### src/rtl/touch_clamp_polar_convert_defines.svh
// Assertion macros for the touch clamp and polar conversion block.
// Taken in by the top level; needs a clock named clk and a reset named rst in scope.
`ifndef TOUCH_CLAMP_POLAR_CONVERT_DEFINES_SVH
`define TOUCH_CLAMP_POLAR_CONVERT_DEFINES_SVH

// Implication checked at every rising edge of clk, ignored while rst is high.
`define TCPC_ASSERT_IMPL(lbl, ante, cons, msg) \
  lbl: assert property (@(posedge clk) disable iff (rst) (ante) |-> (cons)) else $error(msg);

// Implication whose consequent is checked in the cycle after the antecedent.
`define TCPC_ASSERT_NEXT(lbl, ante, cons, msg) \
  lbl: assert property (@(posedge clk) disable iff (rst) (ante) |=> (cons)) else $error(msg);

`endif

### src/rtl/tcpc_pkg.sv
// Shared types, constants and the arctangent table of the touch clamp and polar block.
// Used by every module in rtl; depends on nothing else.
package tcpc_pkg;

  localparam int XY_W   = 11;
  localparam int Z_W    = 6;
  localparam int BTN_W  = 3;
  localparam int ANG_W  = 16;
  localparam int RAD_W  = 15;
  localparam int IDX_W  = 3;

  localparam int IN_W   = 32;
  localparam int OUT_W  = 64;

  // CORDIC pipeline depth; the table below covers at most ATAN_LEN stages.
  localparam int CORDIC_STAGES = 16;
  localparam int ATAN_LEN      = 24;
  localparam int STAGE_W       = $clog2(ATAN_LEN);

  // Vector components carry the offset scaled by 256 plus the CORDIC growth.
  localparam int CV_W   = 23;
  localparam int ACC_W  = 26;
  localparam int PROD_W = CV_W - 1 + 16;

  localparam int HALF_TURN = 23040;
  localparam int GAIN_Q16  = 39797;

  localparam logic signed [ACC_W-1:0] ACC_HALF_TURN = ACC_W'(HALF_TURN * 256);
  localparam logic signed [ACC_W-1:0] ANG_MAX       = ACC_W'(HALF_TURN);
  localparam logic signed [ACC_W-1:0] ANG_MIN       = -ACC_W'(HALF_TURN - 1);
  localparam logic [PROD_W:0]         RAD_ROUND     = (PROD_W+1)'(1 << 19);
  localparam logic [PROD_W-20:0]      RAD_MAX       = (PROD_W-19)'(32767);

  // Register indexes on the configuration port.
  localparam logic [IDX_W-1:0] REG_X_LOW  = 3'd0;
  localparam logic [IDX_W-1:0] REG_X_HIGH = 3'd1;
  localparam logic [IDX_W-1:0] REG_Y_LOW  = 3'd2;
  localparam logic [IDX_W-1:0] REG_Y_HIGH = 3'd3;
  localparam logic [IDX_W-1:0] REG_X_CTR  = 3'd4;
  localparam logic [IDX_W-1:0] REG_Y_CTR  = 3'd5;

  typedef struct packed {
    logic [XY_W-1:0] x_low_limit;
    logic [XY_W-1:0] x_high_limit;
    logic [XY_W-1:0] y_low_limit;
    logic [XY_W-1:0] y_high_limit;
    logic [XY_W-1:0] x_center;
    logic [XY_W-1:0] y_center;
  } cfg_t;

  // One report in flight through the pipeline.
  typedef struct packed {
    logic [XY_W-1:0]         x_clamped;
    logic [XY_W-1:0]         y_clamped;
    logic [Z_W-1:0]          z_out;
    logic [BTN_W-1:0]        buttons_out;
    logic                    idle_flag;
    logic                    zero_vec;
    logic signed [CV_W-1:0]  cx;
    logic signed [CV_W-1:0]  cy;
    logic signed [ACC_W-1:0] acc;
  } item_t;

  // atan(2^-i) in units of 1/32768 degree, rounded to nearest.
  function automatic logic signed [ACC_W-1:0] atan_entry(input logic [STAGE_W-1:0] idx);
    logic signed [ACC_W-1:0] val;
    case (idx)
      5'd0:    val = ACC_W'(1474560);
      5'd1:    val = ACC_W'(870484);
      5'd2:    val = ACC_W'(459940);
      5'd3:    val = ACC_W'(233473);
      5'd4:    val = ACC_W'(117189);
      5'd5:    val = ACC_W'(58652);
      5'd6:    val = ACC_W'(29333);
      5'd7:    val = ACC_W'(14667);
      5'd8:    val = ACC_W'(7334);
      5'd9:    val = ACC_W'(3667);
      5'd10:   val = ACC_W'(1833);
      5'd11:   val = ACC_W'(917);
      5'd12:   val = ACC_W'(458);
      5'd13:   val = ACC_W'(229);
      5'd14:   val = ACC_W'(115);
      5'd15:   val = ACC_W'(57);
      5'd16:   val = ACC_W'(29);
      5'd17:   val = ACC_W'(14);
      5'd18:   val = ACC_W'(7);
      5'd19:   val = ACC_W'(4);
      5'd20:   val = ACC_W'(2);
      5'd21:   val = ACC_W'(1);
      default: val = '0;
    endcase
    return val;
  endfunction

endpackage

### src/rtl/tcpc_cell.sv
// One vectoring CORDIC micro-rotation with its pipeline register.
// Depends on tcpc_pkg for the item type and the arctangent table.
module tcpc_cell
  import tcpc_pkg::*;
(
  input  logic               clk,
  input  logic               rst,
  input  logic               en,
  input  logic [STAGE_W-1:0] stage_idx,
  input  logic               in_valid,
  input  item_t              in_item,
  output logic               out_valid,
  output item_t              out_item
);

  logic signed [CV_W-1:0]  sx;
  logic signed [CV_W-1:0]  sy;
  logic signed [ACC_W-1:0] ang;
  item_t                   item_next;

  // Arithmetic shifts round toward minus infinity, as the rotation expects.
  assign sx  = in_item.cx >>> stage_idx;
  assign sy  = in_item.cy >>> stage_idx;
  assign ang = atan_entry(stage_idx);

  always_comb begin
    item_next = in_item;
    if (in_item.cy >= 0) begin
      item_next.cx  = in_item.cx + sy;
      item_next.cy  = in_item.cy - sx;
      item_next.acc = in_item.acc + ang;
    end else begin
      item_next.cx  = in_item.cx - sy;
      item_next.cy  = in_item.cy + sx;
      item_next.acc = in_item.acc - ang;
    end
  end

  always_ff @(posedge clk) begin
    if (rst) begin
      out_valid <= 1'b0;
    end else if (en) begin
      out_valid <= in_valid;
    end
  end

  always_ff @(posedge clk) begin
    if (en) begin
      out_item <= item_next;
    end
  end

endmodule

### config.mk
export PLATFORM = sky130hd
export DESIGN_NAME = tcpc_cell
export DESIGN_NICKNAME = d
export VERILOG_FILES = /design/src/rtl/touch_clamp_polar_convert_defines.svh /design/src/rtl/tcpc_pkg.sv /design/src/rtl/tcpc_cell.sv
export SDC_FILE = /design/constraint.sdc
export NUM_CORES = 1
export LEC_CHECK = 0
export BUFFER_PORTS_ARGS = -buffer_cell sky130_fd_sc_hd__buf_2
export CELL_PAD_IN_SITES_DETAIL_PLACEMENT = 1
export CELL_PAD_IN_SITES_GLOBAL_PLACEMENT = 1
export CORE_UTILIZATION = 39
export CTS_CLUSTER_SIZE = 12
export DETAILED_ROUTE_END_ITERATION = 6
export PLACE_DENSITY = 0.77
export SETUP_SLACK_MARGIN = 0.15
export SYNTH_ARGS = -nofsm -noshare
export SYNTH_HDL_FRONTEND = slang
export SYNTH_SLANG_ARGS = --single-unit
### constraint.sdc
create_clock -name clk -period 4.98 [get_ports clk]
set_input_delay 0 -clock clk [delete_from_list [all_inputs] [get_ports clk]]
set_output_delay 0 -clock clk [all_outputs]
set_load 0.02 [all_outputs]
[After elaboration in Yosys (flattened, before gate mapping)]
Memory sizes are Yosys's and may differ from the RTL's.
Cells that the tools add are included.
Word-level totals
  memories kept: 1
  output and inout bits: 106
  bits of input ports: 114
  ROM bits: 672
  word-level logic and storage cells: 21
  register bits: 106
Memory list
  (name not given): words 32, width 21, rd ports 1, clocked after Yosys merged registers in 0, wr ports 0, RTL line tcpc_pkg.sv:67  | case (idx)
Cells by class
  $lt $le $gt $ge: 1
  muxes and demuxes: 1
  $add $sub $neg: 6
  shift operators: 2
Operators with widths (number)
  $mux 72: 1
  $add 23x23->23: 2
  $sshr 23x5->23: 2
  $sub 23x23->23: 2
  $add 26x26->26: 1
  $sub 26x26->26: 1
  $ge 23x1->1 const B: 1

[Depth between registers and ports, before layout]
  word-level depth: 3
  gate-level depth with buffers: 29
  mapped depth without buffers: 24

[Worst setup path after synthesis]
Ideal clock, no wire load.
  path kind: in2reg
  from: input stage_idx[0]
  to: register out_item[25] (netlist bit), data pin
  library setup time: 0.259 ns
  data required time: 4.721 ns
  stages on the path: 25
  arrival: 5.132 ns
  setup slack: -0.411 ns
  cell sequence: buf_6 buf_6 buf_6 buf_6 buf_6 inv_1 ha_1 mux4_2 and2_1 a31oi_1 nand3b_1 or4_1 nand2b_1 o21a_1 o21ai_0 ha_1 a21o_1 a21o_1 a21oi_1 o21ai_0 a41o_1 o41ai_1 o21ai_0 a21oi_1 xnor2_1
RTL lines
  start, declared: RTL line tcpc_cell.sv:9  | input logic [STAGE_W-1:0] stage_idx,
  end signal, assigned: RTL line tcpc_cell.sv:49  | out_item <= item_next;
  end, declared: RTL line tcpc_cell.sv:13  | output item_t out_item

==> flow_summary.ini <==
[status]
status = finished clean

[clocking]
insertion_delay_ps = 370
cts_tree = done
clk_pin_slew_ps = 90
cts-buffers-inserted = 9
clock-root-buffer = clkbuf_16
clkSinkCount = 106
h-tree-depth = 3
cts_buffer_depth = 2

[setup_path]
crit_arrival_ps = 4660
path_cells = buf_6, buf_12, buf_4, mux4_2, mux2i_1, buf_4, nand3_1, a31oi_1, nand4b_4, o21ai_0, xnor2_1, ha_1, a21o_1, a21o_1, a21oi_1, o21ai_0, a21o_1, a211o_1, a31oi_1, o21ai_0, xnor2_1
rr_startpoint = out_valid
cp-start-kind = input port
crit_type = in2reg
worstPathMaxFanout = 19
cp_slowest_cell = mux4_2
reg2reg_depth = 3
critPathRequiredTime_ps = 5100
worstReg2RegEnd = out_valid
critPathCaptureType = flop
r2r_slack_ps = 3830
critPathMaxStageDelay_ps = 550

[logic_synthesis]
yosysSeqAreaShare_pct = 29.0
synth_edf_count = 105
synth_area_leaders = edfxtp_1 (29%), ha_1 (9.1%), mux4_2 (8.8%)
ys_seq_elements = 106
synth_cell_types = 77
syn_nets = 1338
yosys.area.top_type = edfxtp_1
syn_inst = 1141
synthFlopType = edfxtp_1
avgSynthCellArea_sq_um = 9.60
async_reset_ff_share_pct = 0
synth_top_area_share_pct = 28.8
yosys_warnings = 0
syn_area_sq_um = 11000

[grt]
grt_max_degree = 62
grt_first_pass_wirelength_um = 62200
grt_pass1_vias = 11291
track_usage_pct = 28.1
grt_remaining_overflow = 0
antenna_found_initial = 0

[finish]
final-seq-area_sq_um = 3170
design_area_sq_um = 14200
multi_input_area_sq_um = 7480
final_util_pct = 52.2
final.fill_count = 3253
drive_gt1_share_pct = 32.9
num-nets-final = 1703
stdcell_count = 1885
areaGrowthSynthToFinish_pct = 30.0

[floorplan]
std_cell_rows = 60
die_w_um = 170
pin_count = 220
initial_utilization_pct = 40.2
die_y_um = 170
coreArea_sq_um = 27300
die_area_sq_um = 28800

[pwr]
p_leak_nw = 6.09
vdd_drop_max_mv = 0.140
powerDensity_nw_per_um2 = 287

[sta]
maxSlewHeadroom_pct = 41.4
max_freq_mhz = 220
rsz0062_at_grt = no
worst_slew_pin_slew_ps = 868
hold_viol = 0
setup_viol = 0
fin_crit_ps = 4540
fin_crit_sh_pct = 91.2
slew_violations = 0
skew_ps = 0
holdWs_ps = 33.4

[placement]
port_buffers = 219
placed_area_sq_um = 13500
placedCellCount = 1830
hpwl_um = 32200
gp_congestion = 0.917

[route]
num_vias = 10794
drtPass1Iterations = 5
postRouteAntennaNets = 0
viasPerCell = 5.73
first_iter_violations = 763
wirelength_um = 40300
drc = 0
wl_per_cell_um = 21.4

[flow_run]
max-cap-violations = 0

[worst_hold_path]
min_path_cells = 2
hp-start = in_item[1]
hold_end = out_item[1]
hold_class = in2reg
==> worst max-delay path: cells and delay by family <==
kind | cells | cell delay (ps)
simple gates | 2 | 230
fa+ha+maj | 1 | 270
xor+xnor | 2 | 290
compound gates | 10 | 2080
buf+inv | 4 | 800
mux | 2 | 960
==> flip-flops by register name, indices dropped and copies added (netlist names) <==
name / flops
out_valid: 1
out_item: 105
==> cells by family after synthesis <==
logic type / after synthesis / synth area share (%)
buf+inv: 93 / 3.96
flops: 106 / 29.0
compound gates: 327 / 19.1
simple gates: 304 / 13.6
fa+ha+maj: 83 / 9.68
mux: 109 / 15.2
xor+xnor: 119 / 9.51
==> synthesized netlist by cell type, types with 13 or more instances <==
| master | count |
|---|---|
| a21o_1 | 25 |
| a21oi_1 | 87 |
| a31oi_1 | 13 |
| clkbuf_1 | 24 |
| edfxtp_1 | 105 |
| ha_1 | 80 |
| inv_1 | 35 |
| mux2_2 | 24 |
| mux2i_1 | 39 |
| mux4_2 | 43 |
| nand2_1 | 87 |
| nand2b_1 | 21 |
| nand3_1 | 21 |
| nor2_1 | 83 |
| nor2b_1 | 13 |
| nor3_1 | 19 |
| o21a_1 | 15 |
| o21ai_0 | 81 |
| xnor2_1 | 77 |
| xor2_1 | 42 |
==> metal layers <==
metal / global-route usage [%] / part of all wire, % / vias up
met3: 5.76 / 5.6 / 71
met5: 0 / 0 / -
met4: 9.32 / 2.8 / 0
met2: 50.2 / 50 / 368
li1: - / - / 5041
met1: 33.3 / 41 / 5314
==> metrics by stage <==
step	setup WS, ps	total power (W)	TNS (ps)
after floorplan	29.7	0.00257	0
after global placement	-57.5	0.00322	-62.6
after CTS	243	0.00410	0
final	440	0.00409	0
after detailed placement	-148	0.00329	-278
after global routing	119	0.00433	0
==> worst max-delay path by stage <==
stage                 start           end  slack [ps]  cells after the start
3_5_place_dp   stage_idx[0]  out_item[48]        -150                     23
4_1_cts        stage_idx[0]  out_item[48]         240                     23
2_1_floorplan  stage_idx[0]  out_item[23]          30                     27
3_3_place_gp   stage_idx[0]  out_item[48]         -60                     23
6_report       stage_idx[0]  out_item[71]         440                     21
5_1_grt        stage_idx[2]  out_item[70]         120                     22
==> power breakdown <==
| part | switching (W) | leakage [nW] | total [W] | internal (W) |
|---|---|---|---|---|
| clock | 0.000414 | 0.150 | 0.000776 | 0.000362 |
| sequential | 0.0000434 | 1.04 | 0.00127 | 0.00122 |
| combinational | 0.00118 | 4.90 | 0.00205 | 0.000869 |
| total | 0.00164 | 6.09 | 0.00409 | 0.00246 |
==> layout make-up <==
| type | instances | area share, % |
|---|---|---|
| Clock buffer | 9 | 1.58 |
| Clock inverter | 7 | 0.554 |
| Tap cell | 372 | 3.27 |
| Multi-Input combinational cell | 942 | 52.5 |
| Sequential cell | 106 | 22.3 |
| Antenna cell | 2 | 0.0351 |
| Timing Repair Buffer | 407 | 18.7 |
| Inverter | 40 | 1.08 |
==> repair_timing <==
item,in CTS,in global routing
endpoints found under the setup margin,0,10
hold buffers,37,0
setup buffers,0,0
resized for setup,0,19
hold endpoints to repair,36,0
==> layout by cell type, fill, tap and decap left out, drive strengths merged, types with 12 or more instances in the layout <==
master	instances
a211oi	12
a21o	25
a21oi	87
a31oi	13
and2	12
buf	369
dlygate4sd3	37
edfxtp	105
ha	80
inv	40
mux2	27
mux2i	39
mux4	43
nand2	87
nand2b	21
nand3	21
nor2	83
nor2b	13
nor3	19
o21a	15
o21ai	88
or2	12
xnor2	77
xor2	42
(Power assumes the default switching activity.)
