`config.mk`:
```
export PLATFORM = sky130hd
export DESIGN_NAME = tcpc_front
export DESIGN_NICKNAME = d
export VERILOG_FILES = /design/src/rtl/touch_clamp_polar_convert_defines.svh /design/src/rtl/tcpc_pkg.sv /design/src/rtl/tcpc_front.sv
export SDC_FILE = /design/constraint.sdc
export NUM_CORES = 1
export LEC_CHECK = 0
export BUFFER_PORTS_ARGS = -buffer_cell sky130_fd_sc_hd__buf_2
export CAP_MARGIN = 5
export CORE_MARGIN = 3
export CORE_UTILIZATION = 56
export CTS_BUF_LIST = sky130_fd_sc_hd__clkbuf_8
export CTS_CLUSTER_DIAMETER = 50
export DETAILED_ROUTE_END_ITERATION = 8
export PLACE_DENSITY_LB_ADDON = 0.12
export SLEW_MARGIN = 20
export SYNTH_ARGS = -nofsm -noshare
export SYNTH_HDL_FRONTEND = slang
export SYNTH_SLANG_ARGS = --single-unit
```
`constraint.sdc`:
```
create_clock -name clk -period 9.9 [get_ports clk]
set_input_delay 0.495 -clock clk [delete_from_list [all_inputs] [get_ports clk]]
set_output_delay 0.495 -clock clk [all_outputs]
set_load 0.05 [all_outputs]
```
`src/rtl/touch_clamp_polar_convert_defines.svh`:
```
// Assertion macros for the touch clamp and polar conversion block.
// Taken in by the top level; needs a clock named clk and a reset named rst in scope.
`ifndef TOUCH_CLAMP_POLAR_CONVERT_DEFINES_SVH
`define TOUCH_CLAMP_POLAR_CONVERT_DEFINES_SVH

// Implication checked at every rising edge of clk, ignored while rst is high.
`define TCPC_ASSERT_IMPL(lbl, ante, cons, msg) \
  lbl: assert property (@(posedge clk) disable iff (rst) (ante) |-> (cons)) else $error(msg);

// Implication whose consequent is checked in the cycle after the antecedent.
`define TCPC_ASSERT_NEXT(lbl, ante, cons, msg) \
  lbl: assert property (@(posedge clk) disable iff (rst) (ante) |=> (cons)) else $error(msg);

`endif

```
`src/rtl/tcpc_pkg.sv`:
```
// Shared types, constants and the arctangent table of the touch clamp and polar block.
// Used by every module in rtl; depends on nothing else.
package tcpc_pkg;

  localparam int XY_W   = 11;
  localparam int Z_W    = 6;
  localparam int BTN_W  = 3;
  localparam int ANG_W  = 16;
  localparam int RAD_W  = 15;
  localparam int IDX_W  = 3;

  localparam int IN_W   = 32;
  localparam int OUT_W  = 64;

  // CORDIC pipeline depth; the table below covers at most ATAN_LEN stages.
  localparam int CORDIC_STAGES = 16;
  localparam int ATAN_LEN      = 24;
  localparam int STAGE_W       = $clog2(ATAN_LEN);

  // Vector components carry the offset scaled by 256 plus the CORDIC growth.
  localparam int CV_W   = 23;
  localparam int ACC_W  = 26;
  localparam int PROD_W = CV_W - 1 + 16;

  localparam int HALF_TURN = 23040;
  localparam int GAIN_Q16  = 39797;

  localparam logic signed [ACC_W-1:0] ACC_HALF_TURN = ACC_W'(HALF_TURN * 256);
  localparam logic signed [ACC_W-1:0] ANG_MAX       = ACC_W'(HALF_TURN);
  localparam logic signed [ACC_W-1:0] ANG_MIN       = -ACC_W'(HALF_TURN - 1);
  localparam logic [PROD_W:0]         RAD_ROUND     = (PROD_W+1)'(1 << 19);
  localparam logic [PROD_W-20:0]      RAD_MAX       = (PROD_W-19)'(32767);

  // Register indexes on the configuration port.
  localparam logic [IDX_W-1:0] REG_X_LOW  = 3'd0;
  localparam logic [IDX_W-1:0] REG_X_HIGH = 3'd1;
  localparam logic [IDX_W-1:0] REG_Y_LOW  = 3'd2;
  localparam logic [IDX_W-1:0] REG_Y_HIGH = 3'd3;
  localparam logic [IDX_W-1:0] REG_X_CTR  = 3'd4;
  localparam logic [IDX_W-1:0] REG_Y_CTR  = 3'd5;

  typedef struct packed {
    logic [XY_W-1:0] x_low_limit;
    logic [XY_W-1:0] x_high_limit;
    logic [XY_W-1:0] y_low_limit;
    logic [XY_W-1:0] y_high_limit;
    logic [XY_W-1:0] x_center;
    logic [XY_W-1:0] y_center;
  } cfg_t;

  // One report in flight through the pipeline.
  typedef struct packed {
    logic [XY_W-1:0]         x_clamped;
    logic [XY_W-1:0]         y_clamped;
    logic [Z_W-1:0]          z_out;
    logic [BTN_W-1:0]        buttons_out;
    logic                    idle_flag;
    logic                    zero_vec;
    logic signed [CV_W-1:0]  cx;
    logic signed [CV_W-1:0]  cy;
    logic signed [ACC_W-1:0] acc;
  } item_t;

  // atan(2^-i) in units of 1/32768 degree, rounded to nearest.
  function automatic logic signed [ACC_W-1:0] atan_entry(input logic [STAGE_W-1:0] idx);
    logic signed [ACC_W-1:0] val;
    case (idx)
      5'd0:    val = ACC_W'(1474560);
      5'd1:    val = ACC_W'(870484);
      5'd2:    val = ACC_W'(459940);
      5'd3:    val = ACC_W'(233473);
      5'd4:    val = ACC_W'(117189);
      5'd5:    val = ACC_W'(58652);
      5'd6:    val = ACC_W'(29333);
      5'd7:    val = ACC_W'(14667);
      5'd8:    val = ACC_W'(7334);
      5'd9:    val = ACC_W'(3667);
      5'd10:   val = ACC_W'(1833);
      5'd11:   val = ACC_W'(917);
      5'd12:   val = ACC_W'(458);
      5'd13:   val = ACC_W'(229);
      5'd14:   val = ACC_W'(115);
      5'd15:   val = ACC_W'(57);
      5'd16:   val = ACC_W'(29);
      5'd17:   val = ACC_W'(14);
      5'd18:   val = ACC_W'(7);
      5'd19:   val = ACC_W'(4);
      5'd20:   val = ACC_W'(2);
      5'd21:   val = ACC_W'(1);
      default: val = '0;
    endcase
    return val;
  endfunction

endpackage

```
`src/rtl/tcpc_front.sv`:
```
// Input stage: clamps the report, subtracts the center and pre-rotates into the right half plane.
// Depends on tcpc_pkg.
module tcpc_front
  import tcpc_pkg::*;
(
  input  logic            clk,
  input  logic            rst,
  input  logic            en,
  input  cfg_t            cfg,
  input  logic            in_valid,
  input  logic [IN_W-1:0] in_data,
  output logic            out_valid,
  output item_t           out_item
);

  logic [XY_W-1:0]        x_in;
  logic [XY_W-1:0]        y_in;
  logic [Z_W-1:0]         z_in;
  logic [BTN_W-1:0]       b_in;
  logic                   touch;
  logic [XY_W-1:0]        x_cl;
  logic [XY_W-1:0]        y_cl;
  logic signed [XY_W:0]   dx;
  logic signed [XY_W:0]   dy;
  logic signed [CV_W-1:0] cx0;
  logic signed [CV_W-1:0] cy0;
  item_t                  item_next;

  assign x_in  = in_data[XY_W-1:0];
  assign y_in  = in_data[2*XY_W-1:XY_W];
  assign z_in  = in_data[2*XY_W+Z_W-1:2*XY_W];
  assign b_in  = in_data[2*XY_W+Z_W+BTN_W-1:2*XY_W+Z_W];
  assign touch = (z_in != '0);

  // The high limit is tested first; with crossed limits it wins for inputs above it.
  always_comb begin
    x_cl = x_in;
    y_cl = y_in;
    if (touch) begin
      if (x_in > cfg.x_high_limit) x_cl = cfg.x_high_limit;
      else if (x_in < cfg.x_low_limit) x_cl = cfg.x_low_limit;
      if (y_in > cfg.y_high_limit) y_cl = cfg.y_high_limit;
      else if (y_in < cfg.y_low_limit) y_cl = cfg.y_low_limit;
    end
  end

  assign dx  = $signed({1'b0, x_cl}) - $signed({1'b0, cfg.x_center});
  assign dy  = $signed({1'b0, y_cl}) - $signed({1'b0, cfg.y_center});
  assign cx0 = $signed({{(CV_W-XY_W-9){dx[XY_W]}}, dx, 8'd0});
  assign cy0 = $signed({{(CV_W-XY_W-9){dy[XY_W]}}, dy, 8'd0});

  always_comb begin
    item_next.x_clamped   = x_cl;
    item_next.y_clamped   = y_cl;
    item_next.z_out       = z_in;
    item_next.buttons_out = b_in;
    item_next.idle_flag   = !touch;
    item_next.zero_vec    = (dx == '0) && (dy == '0);
    if (dx < 0) begin
      item_next.cx  = -cx0;
      item_next.cy  = -cy0;
      item_next.acc = (dy >= 0) ? ACC_HALF_TURN : -ACC_HALF_TURN;
    end else begin
      item_next.cx  = cx0;
      item_next.cy  = cy0;
      item_next.acc = '0;
    end
  end

  always_ff @(posedge clk) begin
    if (rst) begin
      out_valid <= 1'b0;
    end else if (en) begin
      out_valid <= in_valid;
    end
  end

  always_ff @(posedge clk) begin
    if (en) begin
      out_item <= item_next;
    end
  end

endmodule

```
### Yosys cells after proc, flatten, opt, wreduce, memory -nomap -nowiden

Cells that the tools add are included.

* bits in registers: 106

* add/sub/neg operators: 4
* multiplexer cells: 8
* reductions and logical operators: 5
* order comparisons: 6

Operators by type and width (number)
* $mux W72: 1
* $mux W11: 6
* $neg A20 Y23: 2
* $mux W26: 1
* $logic_not A12 Y1: 2
* $sub A11 B11 Y12: 2
* $gt A11 B11 Y1: 2
* $lt A11 B11 Y1: 2
* $ge A12 B1 Y1 const B: 1
* $lt A12 B1 Y1 const B: 1
* $reduce_bool A6 Y1: 1
* $logic_and A1 B1 Y1: 1
* $logic_not A1 Y1: 1

### Logic depth before layout (Yosys ltp)

* depth after elaboration: 8
* depth in mapped cells: 21

### Worst setup path after synthesis

OpenSTA, ideal clock, no wires.

* path kind: input-to-reg
* start: input port cfg[30] in the netlist's numbering
* end: register out_item[72] in the netlist's numbering (data pin)
* arrival time: 4.479 ns
* slack: 5.252 ns
* library setup time: 0.170 ns
* path buffers: 1
* stages: 21
* cells stage by stage: inv_1 -> ha_1 -> a21o_1 -> a21o_1 -> a21oi_1 -> nand2_1 -> o21a_1 -> nor2b_1 -> nor3_2 -> buf_2 -> a221oi_1 -> ha_1 -> fa_1 -> nand2b_1 -> a21o_1 -> a21oi_1 -> mux2_1 -> nor3_4 -> nand3_2 -> or3_1 -> nor4_2

RTL lines
* start: declaration: RTL line tcpc_front.sv:9 `input cfg_t cfg,`
* end signal: assignment: RTL line tcpc_front.sv:80 `out_item <= item_next;`
* end: declaration: RTL line tcpc_front.sv:13 `output item_t out_item`

==> impl_metrics.yaml <==
synthesis:
  synth.distinct_cells: 77
  synth_common_cells: "inv_1 (73), edfxtp_1 (66), ha_1 (66)"
  synth_edf_count: 66
  synth_top_area_share_pct: 35.7
  synth_seq_cells: 67
  syn_area_per_cell_sq_um: 9.98
  yosysWarnings: 0
  yosys.area.top_type: "edfxtp_1"
  synth_cells: 556
  ys.flop_type: "edfxtp_1"
  yosysSeqAreaShare_pct: 36.1
  synth_area_leaders: "edfxtp_1 (36%), ha_1 (15%), buf_4 (5.3%)"
  async_reset_ff_share_pct: 0
  netlist_area_sq_um: 5550
  synth_most_common_cell: "inv_1"
setup_path:
  cp_max_fo: 13
  startpoint_type: "input pin"
  critical_path_class: "in2reg"
  critical_path_arrival_ns: 5.47
  critical_path_required_ns: 10.07
  crit_path_end_kind: "flop"
cts:
  post_cts_resize_count: 0
  clock_latency_ns: 0.35
  path_clk_slew_ns: 0.08
  numCtsBuffers: 9
  cts.sinks: 67
  cts_setup_buffers: 0
  cts_tree: "done"
  cts.htree.levels: 3
  cts.path.max_buffers: 2
  ctsHoldBuffers: 0
  root_buffer: "clkbuf_8"
timing:
  hold_viol: 0
  relSlewSlack_pct: 43.4
  fin_ws_ns: 4.61
  tns_ns: 0
  period_needed_ns: 5.29
  slew_viol_final: 0
  final.period_utilization_pct: 53.4
  setup_viol: 0
  tightest_slew_ns: 0.846
  rsz0062_at_grt: "no"
  skew_ns: 0
  maxClockFrequency_mhz: 189
  whs_ns: 0.299
place:
  postPlaceCellArea_sq_um: 6370
  gp_congestion: 0.884
  hpwlAfterDp_mm: 10.8
  numPortBuffers: 173
  dp_slack_ns: 4.30
pwr:
  power.density_nw_per_um2: 229
  ir_drop_mv: 0.143
  p_total_mw: 1.51
  p_leak_nw: 3.19
grt:
  grt_max_degree: 68
  grt_pass1_wl_mm: 20.5
  track_usage_pct: 22.9
  grt_pass1_vias: 4475
  globalRouteOverflowTotal: 0
  antenna_found_initial: 0
floorplanning:
  start_util_pct: 58.9
  die_height_um: 106
  core_sq_um: 9420
  num_rows: 35
  die_width_um: 106
  fp.dieArea_sq_um: 11100
  num_io_pins: 208
final_layout:
  nFillCells: 756
  multi_input_area_sq_um: 3050
  fin_area_sq_um: 6600
  drive_gt1_share_pct: 30.6
  antenna_cells: 0
  area_delta_synth_final_pct: 19.0
  nets: 898
  regArea_sq_um: 2000
detailed_routing:
  antenna_left: 0
  viasPerCell: 5.34
  dr.first_iter.drc_count: 140
  drc_errors: 0
  drt-wirelength-per-cell_um: 15.0
  firstDrtPassIters: 5
  routed_wl_mm: 12.9
  route.vias.total: 4605
run:
  maxCapViolations: 0
hold_path:
  hp-class: "in2reg"
outcome:
  status: "complete, no violations"
## path summary, 6_finish.rpt
check,endpoint,cells past startpoint,startpoint,slack [ns]
hold reg to reg,out_valid,2,out_valid,0.53
setup reg to reg,out_valid,2,out_valid,9.30
hold / removal,out_valid,2,rst,0.30
setup / recovery,out_item[72],21,cfg[30],4.61
## cell families (layout without fill, tap and decap cells)
kind of cell | Yosys count | count (layout) | share of synthesized area [%]
fa+ha+maj | 68 | 68 | 15.6
mux | 2 | 2 | 0.383
buf+inv | 124 | 266 | 11.4
compound gates | 139 | 139 | 18.7
flops | 67 | 67 | 36.1
simple gates | 125 | 125 | 13.0
other cells | 1 | 36 | 0.0676
xor+xnor | 30 | 30 | 4.74
## sequential cells by signal (all words and copies together) (netlist names)
| signal | flops |
|---|---|
| out_valid | 1 |
| out_item | 66 |
## power breakdown
| part | internal, mW | switching (mW) | leakage, nW |
|---|---|---|---|
| registers | 0.410 | 0.0153 | 0.653 |
| clock network | 0.149 | 0.109 | 0.108 |
| logic | 0.247 | 0.580 | 2.43 |
| total | 0.805 | 0.704 | 3.19 |
## worst max-delay path, stage by stage
cell and delay, ns:
buf_2 0.09, inv_1 0.04, ha_1 0.30, a21o_1 0.19, a21o_1 0.17, a21oi_1 0.21
nand2_1 0.08, o21a_1 0.19, nor2b_1 0.25, nor3_2 0.72, a221oi_1 0.25, ha_1 0.27
fa_1 0.41, nand2b_1 0.21, a21o_1 0.20, a21oi_1 0.15, mux2_1 0.40, nor3_4 0.22
nand3_2 0.11, or3_1 0.38, nor4_2 0.14
## cell usage in the layout, fill, tap and decap left out, types with 11 or more instances in the layout
cell type    n
buf_2      173
inv_1       73
ha_1        66
edfxtp_1    66
conb_1      36
a21oi_1     33
nor2_1      27
xnor2_1     20
nand3_1     17
nand2_1     17
o21ai_0     16
a21o_1      11
a221o_1     11
## through the flow
step,utilization (%),std cells
2_1_floorplan,-,591
3_3_place_gp,67.7,846
3_5_place_dp,67.7,846
4_1_cts,70.1,862
5_1_grt,70.1,862
6_report,70.1,862
## per-layer routing
metal  vias up  track usage, %  share of wire [%]
met4         0            8.88                2.4
met3        26            3.37                5.9
li1       2284               -                  -
met2       175            41.2                 49
met5         -               0                  0
met1      2120            27.7                 43
## layout make-up
class                   count  area share, %
clock buffers              10           2.08
inverters                  75           4.28
multi-input cells         400           46.2
well taps                 129           2.45
clock inverters             6           1.35
repair buffers            175           13.3
flip-flops and latches     67           30.3
(Power assumes the default switching activity.)
