$ cat config.mk
export PLATFORM = sky130hd
export DESIGN_NAME = tcpc_back
export DESIGN_NICKNAME = d
export VERILOG_FILES = /design/src/rtl/touch_clamp_polar_convert_defines.svh /design/src/rtl/tcpc_pkg.sv /design/src/rtl/tcpc_back.sv
export SDC_FILE = /design/constraint.sdc
export NUM_CORES = 1
export LEC_CHECK = 0
export BUFFER_PORTS_ARGS = -buffer_cell sky130_fd_sc_hd__buf_2
export CORE_ASPECT_RATIO = 0.7
export CORE_MARGIN = 1
export CORE_UTILIZATION = 40
export CTS_BUF_LIST = sky130_fd_sc_hd__clkbuf_4 sky130_fd_sc_hd__clkbuf_8 sky130_fd_sc_hd__clkbuf_16
export CTS_CLUSTER_DIAMETER = 50
export DETAILED_ROUTE_END_ITERATION = 16
export SLEW_MARGIN = 5
export SYNTH_ARGS = -nofsm -noshare
export SYNTH_HDL_FRONTEND = slang
export SYNTH_SLANG_ARGS = --single-unit
export TNS_END_PERCENT = 10
$ cat constraint.sdc
create_clock -name clk -period 13 [get_ports clk]
set_input_delay 2.6 -clock clk [delete_from_list [all_inputs] [get_ports clk]]
set_output_delay 2.6 -clock clk [all_outputs]
set_load 0.02 [all_outputs]
$ cat src/rtl/touch_clamp_polar_convert_defines.svh
// Assertion macros for the touch clamp and polar conversion block.
// Taken in by the top level; needs a clock named clk and a reset named rst in scope.
`ifndef TOUCH_CLAMP_POLAR_CONVERT_DEFINES_SVH
`define TOUCH_CLAMP_POLAR_CONVERT_DEFINES_SVH

// Implication checked at every rising edge of clk, ignored while rst is high.
`define TCPC_ASSERT_IMPL(lbl, ante, cons, msg) \
  lbl: assert property (@(posedge clk) disable iff (rst) (ante) |-> (cons)) else $error(msg);

// Implication whose consequent is checked in the cycle after the antecedent.
`define TCPC_ASSERT_NEXT(lbl, ante, cons, msg) \
  lbl: assert property (@(posedge clk) disable iff (rst) (ante) |=> (cons)) else $error(msg);

`endif

$ cat src/rtl/tcpc_pkg.sv
// Shared types, constants and the arctangent table of the touch clamp and polar block.
// Used by every module in rtl; depends on nothing else.
package tcpc_pkg;

  localparam int XY_W   = 11;
  localparam int Z_W    = 6;
  localparam int BTN_W  = 3;
  localparam int ANG_W  = 16;
  localparam int RAD_W  = 15;
  localparam int IDX_W  = 3;

  localparam int IN_W   = 32;
  localparam int OUT_W  = 64;

  // CORDIC pipeline depth; the table below covers at most ATAN_LEN stages.
  localparam int CORDIC_STAGES = 16;
  localparam int ATAN_LEN      = 24;
  localparam int STAGE_W       = $clog2(ATAN_LEN);

  // Vector components carry the offset scaled by 256 plus the CORDIC growth.
  localparam int CV_W   = 23;
  localparam int ACC_W  = 26;
  localparam int PROD_W = CV_W - 1 + 16;

  localparam int HALF_TURN = 23040;
  localparam int GAIN_Q16  = 39797;

  localparam logic signed [ACC_W-1:0] ACC_HALF_TURN = ACC_W'(HALF_TURN * 256);
  localparam logic signed [ACC_W-1:0] ANG_MAX       = ACC_W'(HALF_TURN);
  localparam logic signed [ACC_W-1:0] ANG_MIN       = -ACC_W'(HALF_TURN - 1);
  localparam logic [PROD_W:0]         RAD_ROUND     = (PROD_W+1)'(1 << 19);
  localparam logic [PROD_W-20:0]      RAD_MAX       = (PROD_W-19)'(32767);

  // Register indexes on the configuration port.
  localparam logic [IDX_W-1:0] REG_X_LOW  = 3'd0;
  localparam logic [IDX_W-1:0] REG_X_HIGH = 3'd1;
  localparam logic [IDX_W-1:0] REG_Y_LOW  = 3'd2;
  localparam logic [IDX_W-1:0] REG_Y_HIGH = 3'd3;
  localparam logic [IDX_W-1:0] REG_X_CTR  = 3'd4;
  localparam logic [IDX_W-1:0] REG_Y_CTR  = 3'd5;

  typedef struct packed {
    logic [XY_W-1:0] x_low_limit;
    logic [XY_W-1:0] x_high_limit;
    logic [XY_W-1:0] y_low_limit;
    logic [XY_W-1:0] y_high_limit;
    logic [XY_W-1:0] x_center;
    logic [XY_W-1:0] y_center;
  } cfg_t;

  // One report in flight through the pipeline.
  typedef struct packed {
    logic [XY_W-1:0]         x_clamped;
    logic [XY_W-1:0]         y_clamped;
    logic [Z_W-1:0]          z_out;
    logic [BTN_W-1:0]        buttons_out;
    logic                    idle_flag;
    logic                    zero_vec;
    logic signed [CV_W-1:0]  cx;
    logic signed [CV_W-1:0]  cy;
    logic signed [ACC_W-1:0] acc;
  } item_t;

  // atan(2^-i) in units of 1/32768 degree, rounded to nearest.
  function automatic logic signed [ACC_W-1:0] atan_entry(input logic [STAGE_W-1:0] idx);
    logic signed [ACC_W-1:0] val;
    case (idx)
      5'd0:    val = ACC_W'(1474560);
      5'd1:    val = ACC_W'(870484);
      5'd2:    val = ACC_W'(459940);
      5'd3:    val = ACC_W'(233473);
      5'd4:    val = ACC_W'(117189);
      5'd5:    val = ACC_W'(58652);
      5'd6:    val = ACC_W'(29333);
      5'd7:    val = ACC_W'(14667);
      5'd8:    val = ACC_W'(7334);
      5'd9:    val = ACC_W'(3667);
      5'd10:   val = ACC_W'(1833);
      5'd11:   val = ACC_W'(917);
      5'd12:   val = ACC_W'(458);
      5'd13:   val = ACC_W'(229);
      5'd14:   val = ACC_W'(115);
      5'd15:   val = ACC_W'(57);
      5'd16:   val = ACC_W'(29);
      5'd17:   val = ACC_W'(14);
      5'd18:   val = ACC_W'(7);
      5'd19:   val = ACC_W'(4);
      5'd20:   val = ACC_W'(2);
      5'd21:   val = ACC_W'(1);
      default: val = '0;
    endcase
    return val;
  endfunction

endpackage

$ cat src/rtl/tcpc_back.sv
// Output stage: rounds and limits the angle, compensates the radius for the CORDIC gain,
// and holds the result register of the master side. Depends on tcpc_pkg.
module tcpc_back
  import tcpc_pkg::*;
(
  input  logic             clk,
  input  logic             rst,
  input  logic             en,
  input  logic             in_valid,
  input  item_t            in_item,
  output logic             out_valid,
  output logic [OUT_W-1:0] out_data
);

  logic signed [ACC_W-1:0] acc_rnd;
  logic signed [ACC_W-1:0] ang_full;
  logic signed [ACC_W-1:0] ang_lim;
  logic [CV_W-2:0]         x_pos;
  logic [PROD_W-1:0]       prod;
  logic [PROD_W:0]         prod_rnd;
  logic [PROD_W-20:0]      rad_full;
  logic [ANG_W-1:0]        angle;
  logic [RAD_W-1:0]        radius;
  logic                    no_polar;

  assign acc_rnd  = in_item.acc + ACC_W'(128);
  assign ang_full = acc_rnd >>> 8;

  always_comb begin
    if (ang_full > ANG_MAX) ang_lim = ANG_MAX;
    else if (ang_full < ANG_MIN) ang_lim = ANG_MIN;
    else ang_lim = ang_full;
  end

  assign x_pos    = (in_item.cx < 0) ? '0 : in_item.cx[CV_W-2:0];
  assign prod     = PROD_W'(x_pos) * PROD_W'(GAIN_Q16);
  assign prod_rnd = {1'b0, prod} + RAD_ROUND;
  assign rad_full = prod_rnd[PROD_W:20];

  assign no_polar = in_item.idle_flag || in_item.zero_vec;
  assign angle    = no_polar ? '0 : ang_lim[ANG_W-1:0];
  assign radius   = no_polar ? '0 :
                    (rad_full > RAD_MAX) ? RAD_W'(32767) : rad_full[RAD_W-1:0];

  always_ff @(posedge clk) begin
    if (rst) begin
      out_valid <= 1'b0;
    end else if (en) begin
      out_valid <= in_valid;
    end
  end

  always_ff @(posedge clk) begin
    if (en) begin
      out_data <= {1'b0, radius, angle, in_item.idle_flag, in_item.buttons_out,
                   in_item.z_out, in_item.y_clamped, in_item.x_clamped};
    end
  end

endmodule

## Word-level counts from Yosys, hierarchy flattened

Cells that the tools add are included.
Widths: inputs -> output; s select.

| storage, ports and cells | value |
|---|---|
| register bits after elaboration | 64 |
| word-level logic and storage cells | 19 |
| output and inout bits | 65 |

| cells by class | value |
|---|---|
| $mul | 1 |
| add/sub/neg operators | 2 |
| reductions and logical operators | 3 |
| multiplexer cells | 4 |
| $lt $le $gt $ge | 4 |

Operators by type and width:

| kind | count |
|---|---|
| $add 38x20->39 const B | 1 |
| $mul 22x16->38 const B | 1 |
| $mux 15 | 2 |
| $add 26x9->26 const B | 1 |
| $lt 23x1->1 const B | 1 |
| $mux 22 | 1 |
| $gt 19x15->1 const B | 1 |
| $gt 18x16->1 const B | 1 |
| $lt 18x16->1 const B | 1 |
| $mux 16 | 1 |
| $reduce_or 3->1 | 1 |
| $reduce_or 2->1 | 1 |
| $logic_or 1x1->1 | 1 |

## Logic depth before layout (Yosys ltp)

| depth | value |
|---|---|
| depth in word-level cells | 6 |
| gate-level depth with buffers | 27 |
| gate-level depth less buffers | 24 |

## Worst setup path after synthesis

OpenSTA, ideal clock, no wires.

| timing path | value |
|---|---|
| path kind | in2reg |
| from | input port in_item[71] (netlist bit) |
| to | register out_data[49] (data pin) |
| setup slack | 3958 ps |
| library setup time | 274 ps |
| arrival time | 8768 ps |
| stages | 24 |
| cells stage by stage | buf_2 > clkbuf_1 > nand2b_1 > inv_1 > fa_1 > inv_1 > fa_1 > inv_1 > fa_1 > fa_1 > fa_1 > inv_1 > fa_1 > inv_1 > ha_1 > a21o_1 > a31oi_1 > o21ai_0 > a31oi_1 > a211oi_2 > or3_1 > a2111oi_4 > buf_6 > a31oi_1 |

| on the way | value |
|---|---|
| word-level cells in the longest chain between the ends | 6 |

Ends and longest elaborated chain:

| element | line | source |
|---|---|---|
| start: declaration | tcpc_back.sv:10 | `input item_t in_item,` |
| $lt 23x1->1 (*) | tcpc_back.sv:35 | `assign x_pos = (in_item.cx < 0) ? '0 : in_item.cx[CV_W-2:0];` |
| $mux 22 (*) | tcpc_back.sv:35 |  |
| $mul 22x16->38 (*) | tcpc_back.sv:36 | `assign prod = PROD_W'(x_pos) * PROD_W'(GAIN_Q16);` |
| $add 38x20->39 (*) | tcpc_back.sv:37 | `assign prod_rnd = {1'b0, prod} + RAD_ROUND;` |
| $gt 19x15->1 | tcpc_back.sv:43 | `(rad_full > RAD_MAX) ? RAD_W'(32767) : rad_full[RAD_W-1:0];` |
| $mux 15 (*) | tcpc_back.sv:43 |  |
| end signal: assignment | tcpc_back.sv:55 | `out_data <= {1'b0, radius, angle, in_item.idle_flag, in_item.buttons_out,` |
| end: declaration | tcpc_back.sv:12 | `output logic [OUT_W-1:0] out_data` |

Every way passes the cells marked *; elsewhere a longest branch is shown, timed or not.
A chain may end at the register's enable or synchronous reset.

## Worst setup path after layout

Ends and elaborated chain as after synthesis.

==> impl_results.md <==
- CTS tree: done
- Hold WS: 499 ps
- Die X: 189 um
- Setup_tns: 0 ps
- Slowest cell on the critical path: xnor2_1
- Worst rel slew slack: 0.197
- Initial Util: 0.410
- IR drop worst, VDD: 147 uV
- Reg2reg end: out_valid
- Fin crit period: 9900 ps
- Pwr Density: 193 mW/mm^2
- GP Congestion: 0.905
- Synth Net Count: 1344
- Hold Crit Start: out_valid
- Clock Tree Root: clkbuf_16
- DRT iter0 DRCs: 424
- Vias: 7110
- Measured slew at the worst slew-check pin: 1200 ps
- Crit Path Category: in2reg
- Final period util: 0.762
- Netlist Area Pre-Place: 0.00975 sq mm
- Area occupied by multi-input gates: 0.00696 sq mm
- Drt wl/cell: 15.7 um
- RSZ-0062 raised after global routing: no
- Origin of the critical flop-to-flop path: out_valid
- Final Worst Setup Slack: 3100 ps
- Util after Layout: 0.465
- Cell Chain, Critical Path: buf_2 > nor2b_1 > and2_1 > a21oi_1 > fa_1 > inv_1 > fa_1 > fa_1 > fa_1 > inv_1 > fa_1 > inv_1 > ha_1 > a21oi_1 > nor2_1 > o41ai_1 > o21ai_0 > a21oi_1 > o31a_1 > a31oi_1 > xnor2_1 > a31oi_1
- Num Clock Sinks: 64
- Synth Flop Type: edfxtp_1
- Fmax: 101 MHz
- Setup violators final: 0
- Clk_lat worst skew: 320 ps
- Vias in the first global route: 6661
- Layout cells sized above 1: 0.156
- Drc violations: 0
- # resized after CTS: 0
- Antenna diode count: 0
- R2r setup slk: 12400 ps
- Worst Path Arrival: 9900 ps
- Global-route wire length before repair: 35700 um
- Leak: 5.62 nW
- FF+latch count, synth: 64
- Status: finished, final reports clean
- Die Ht: 133 um
- Io pins: 174
- Hold path endpoint: out_valid
- Yosys Warn Count: 0
- Syn Area/Cell: 10.2 sq um
- Final WL: 22100 um
- Final #Nets: 1473
- WP data required: 13000 ps
- Number of CTS-inserted buffers: 9
- Async SR Flop Fraction: 0
- Top delay family on crit path: adder cells
- WP buf/inv: 4
- Register area share after synthesis: 0.196
- Worst setup EP type: flop
- Max stage delay on crit path: 940 ps
- PortBufs: 142
- Clock slew at reported path FFs: 50 ps
- Drt via density: 5.04
- Hold path depth: 2
- Max clock buf depth: 2
- Site row count: 47
- Crit-path max FO: 36
- Area Growth Syn to Fin: 13.4%
- Syn Inst Count: 959
- Crit start category: primary input
- Total Routing Usage GR: 0.180
- R2R cell count: 2
- Pin count of the biggest net entering global routing: 65
- Setup WS pre-CTS: 2790 ps
- Post-CTS Setup Inserts: 0
- EDFF count, synth: 63
- Final Hold Viols: 0
- Worst min path class: reg2reg
- Reg area: 0.00191 sq mm
- Die area: 0.0250 sq mm
- Cts hold-fix bufs: 0
- DR pass1 iterations: 5
- Clock skew: 0 ps
- Hpwl dp: 19300 um
- Fin. max-slew vios: 0
- Clock H-tree levels: 3
- Netlist cell types: 62
- Post-route ant nets: 0
- Most common cell on crit path: fa_1
- Max-cap violations: 0
- Filler cells: 2302
- GRT overflow: 0
- Initial antenna violation count: 0
- Total core area: 0.0238 sq mm
synthesized netlist by cell type, drive strengths merged, types with 2 or more instances:
| cell | instances | area, sq um |
|---|---|---|
| inv | 204 | 766 |
| fa | 138 | 2760 |
| ha | 138 | 1730 |
| edfxtp | 63 | 1890 |
| a21oi | 42 | 210 |
| xnor2 | 42 | 368 |
| nand2 | 36 | 135 |
| nor2 | 36 | 135 |
| a31oi | 24 | 156 |
| o21ai | 22 | 110 |
| clkbuf | 21 | 80.1 |
| nor2b | 21 | 131 |
| a21o | 20 | 150 |
| xor2 | 18 | 158 |
| and2 | 16 | 100 |
| nand3 | 15 | 75.1 |
| nand2b | 14 | 87.6 |
| nand4 | 8 | 50.1 |
| nor4 | 8 | 50.1 |
| and3 | 7 | 43.8 |
| nor3 | 5 | 25.0 |
| buf | 4 | 28.8 |
| o211a | 4 | 40.0 |
| or2 | 4 | 25.0 |
| a211oi | 3 | 27.5 |
| o21bai | 3 | 22.5 |
| o22ai | 3 | 18.8 |
| o31ai | 3 | 22.5 |
| o41ai | 3 | 26.3 |
| or3 | 3 | 18.8 |
| a2111oi | 2 | 36.3 |
| a211o | 2 | 17.5 |
| a221oi | 2 | 23.8 |
| a31o | 2 | 17.5 |
| a41oi | 2 | 17.5 |
| and4b | 2 | 20.0 |
| o311ai | 2 | 17.5 |
layer usage:
layer,up-vias,routed length (um),global-route usage,part of all wire
met4,0,85,0.0188,0.0038
li1,3435,-,-,-
met3,8,1250,0.0302,0.056
met5,-,0,0,0
met1,3488,11500,0.294,0.52
met2,179,9260,0.253,0.42
worst reg2reg max path: stages, from the launching register on:
cell and delay [ps]:
dfxtp_1 300, mux2i_1 140, nor2_1 50
metrics by stage:
step | cells | cell area [sq um] | total power, mW
final | 1411 | 11100 | 2.14
after CTS | 1411 | 11100 | 2.16
after global placement | 1395 | 10800 | 1.88
after floorplan | 959 | 9750 | 1.52
after detailed placement | 1395 | 10800 | 1.90
after global routing | 1411 | 11100 | 2.38
placed cells by master (no fill, tap or decap), types with 2 or more instances in the layout:
| cell type | n |
|---|---|
| o21ai_0 | 20 |
| ha_1 | 138 |
| a41oi_1 | 2 |
| xor2_1 | 18 |
| a31oi_1 | 23 |
| nor2b_1 | 21 |
| edfxtp_1 | 63 |
| o211a_1 | 4 |
| clkbuf_16 | 9 |
| a31o_2 | 2 |
| clkbuf_4 | 2 |
| nand4_1 | 8 |
| a21o_1 | 20 |
| o31ai_1 | 3 |
| and2_1 | 16 |
| or2_2 | 4 |
| nor3_1 | 5 |
| nand3_1 | 15 |
| o21ai_1 | 2 |
| o41ai_1 | 3 |
| xnor2_1 | 42 |
| fa_1 | 138 |
| nor2_1 | 36 |
| inv_1 | 204 |
| a211oi_1 | 2 |
| o311ai_0 | 2 |
| or3_1 | 3 |
| a21oi_1 | 42 |
| nor4_1 | 8 |
| clkinvlp_4 | 2 |
| and3_1 | 7 |
| o21bai_1 | 3 |
| nand2_1 | 36 |
| and4b_1 | 2 |
| nand2b_1 | 14 |
| a211o_1 | 2 |
| o22ai_1 | 3 |
| buf_2 | 142 |
worst max-delay path by stage:
stage,from,to,cells past startpoint
floorplan,in_item[71],out_data[49],24
global placement,in_item[71],out_data[49],22
detailed placement,in_item[71],out_data[49],22
CTS,in_item[71],out_data[49],22
global route,in_item[71],out_data[49],22
finish,in_item[71],out_data[49],22
sequential cells by signal, indices dropped and copies added (netlist names):
register / count
out_data: 63
out_valid: 1
power breakdown:
group | leakage (nW) | internal, mW | switching [mW]
Clock | 0.140 | 0.152 | 0.0852
Sequential | 0.618 | 0.262 | 0.00538
Combinational | 4.87 | 0.638 | 0.993
Total | 5.62 | 1.05 | 1.08
kinds of logic (layout without fill, tap and decap cells):
| family | after synthesis | in the layout | share of synthesized area |
|---|---|---|---|
| xor gates and xnor gates | 60 | 60 | 0.0539 |
| AOI/OAI and AO/OA | 149 | 149 | 0.103 |
| adders and majority gates | 276 | 276 | 0.460 |
| buffers and inverters | 229 | 363 | 0.0897 |
| other | 1 | 1 | 0.000385 |
| muxes | 2 | 2 | 0.00218 |
| and+or+nand+nor | 178 | 178 | 0.0944 |
| DFF | 64 | 64 | 0.196 |
final cells by class:
class | instances | share of cell area
multi-input cells | 666 | 0.630
flip-flops and latches | 64 | 0.173
inverters | 204 | 0.0693
repair buffers | 143 | 0.0650
well taps | 318 | 0.0360
clock buffers | 11 | 0.0217
clock inverters | 5 | 0.00521
No activity file was read; power rests on OpenSTA's default activity.
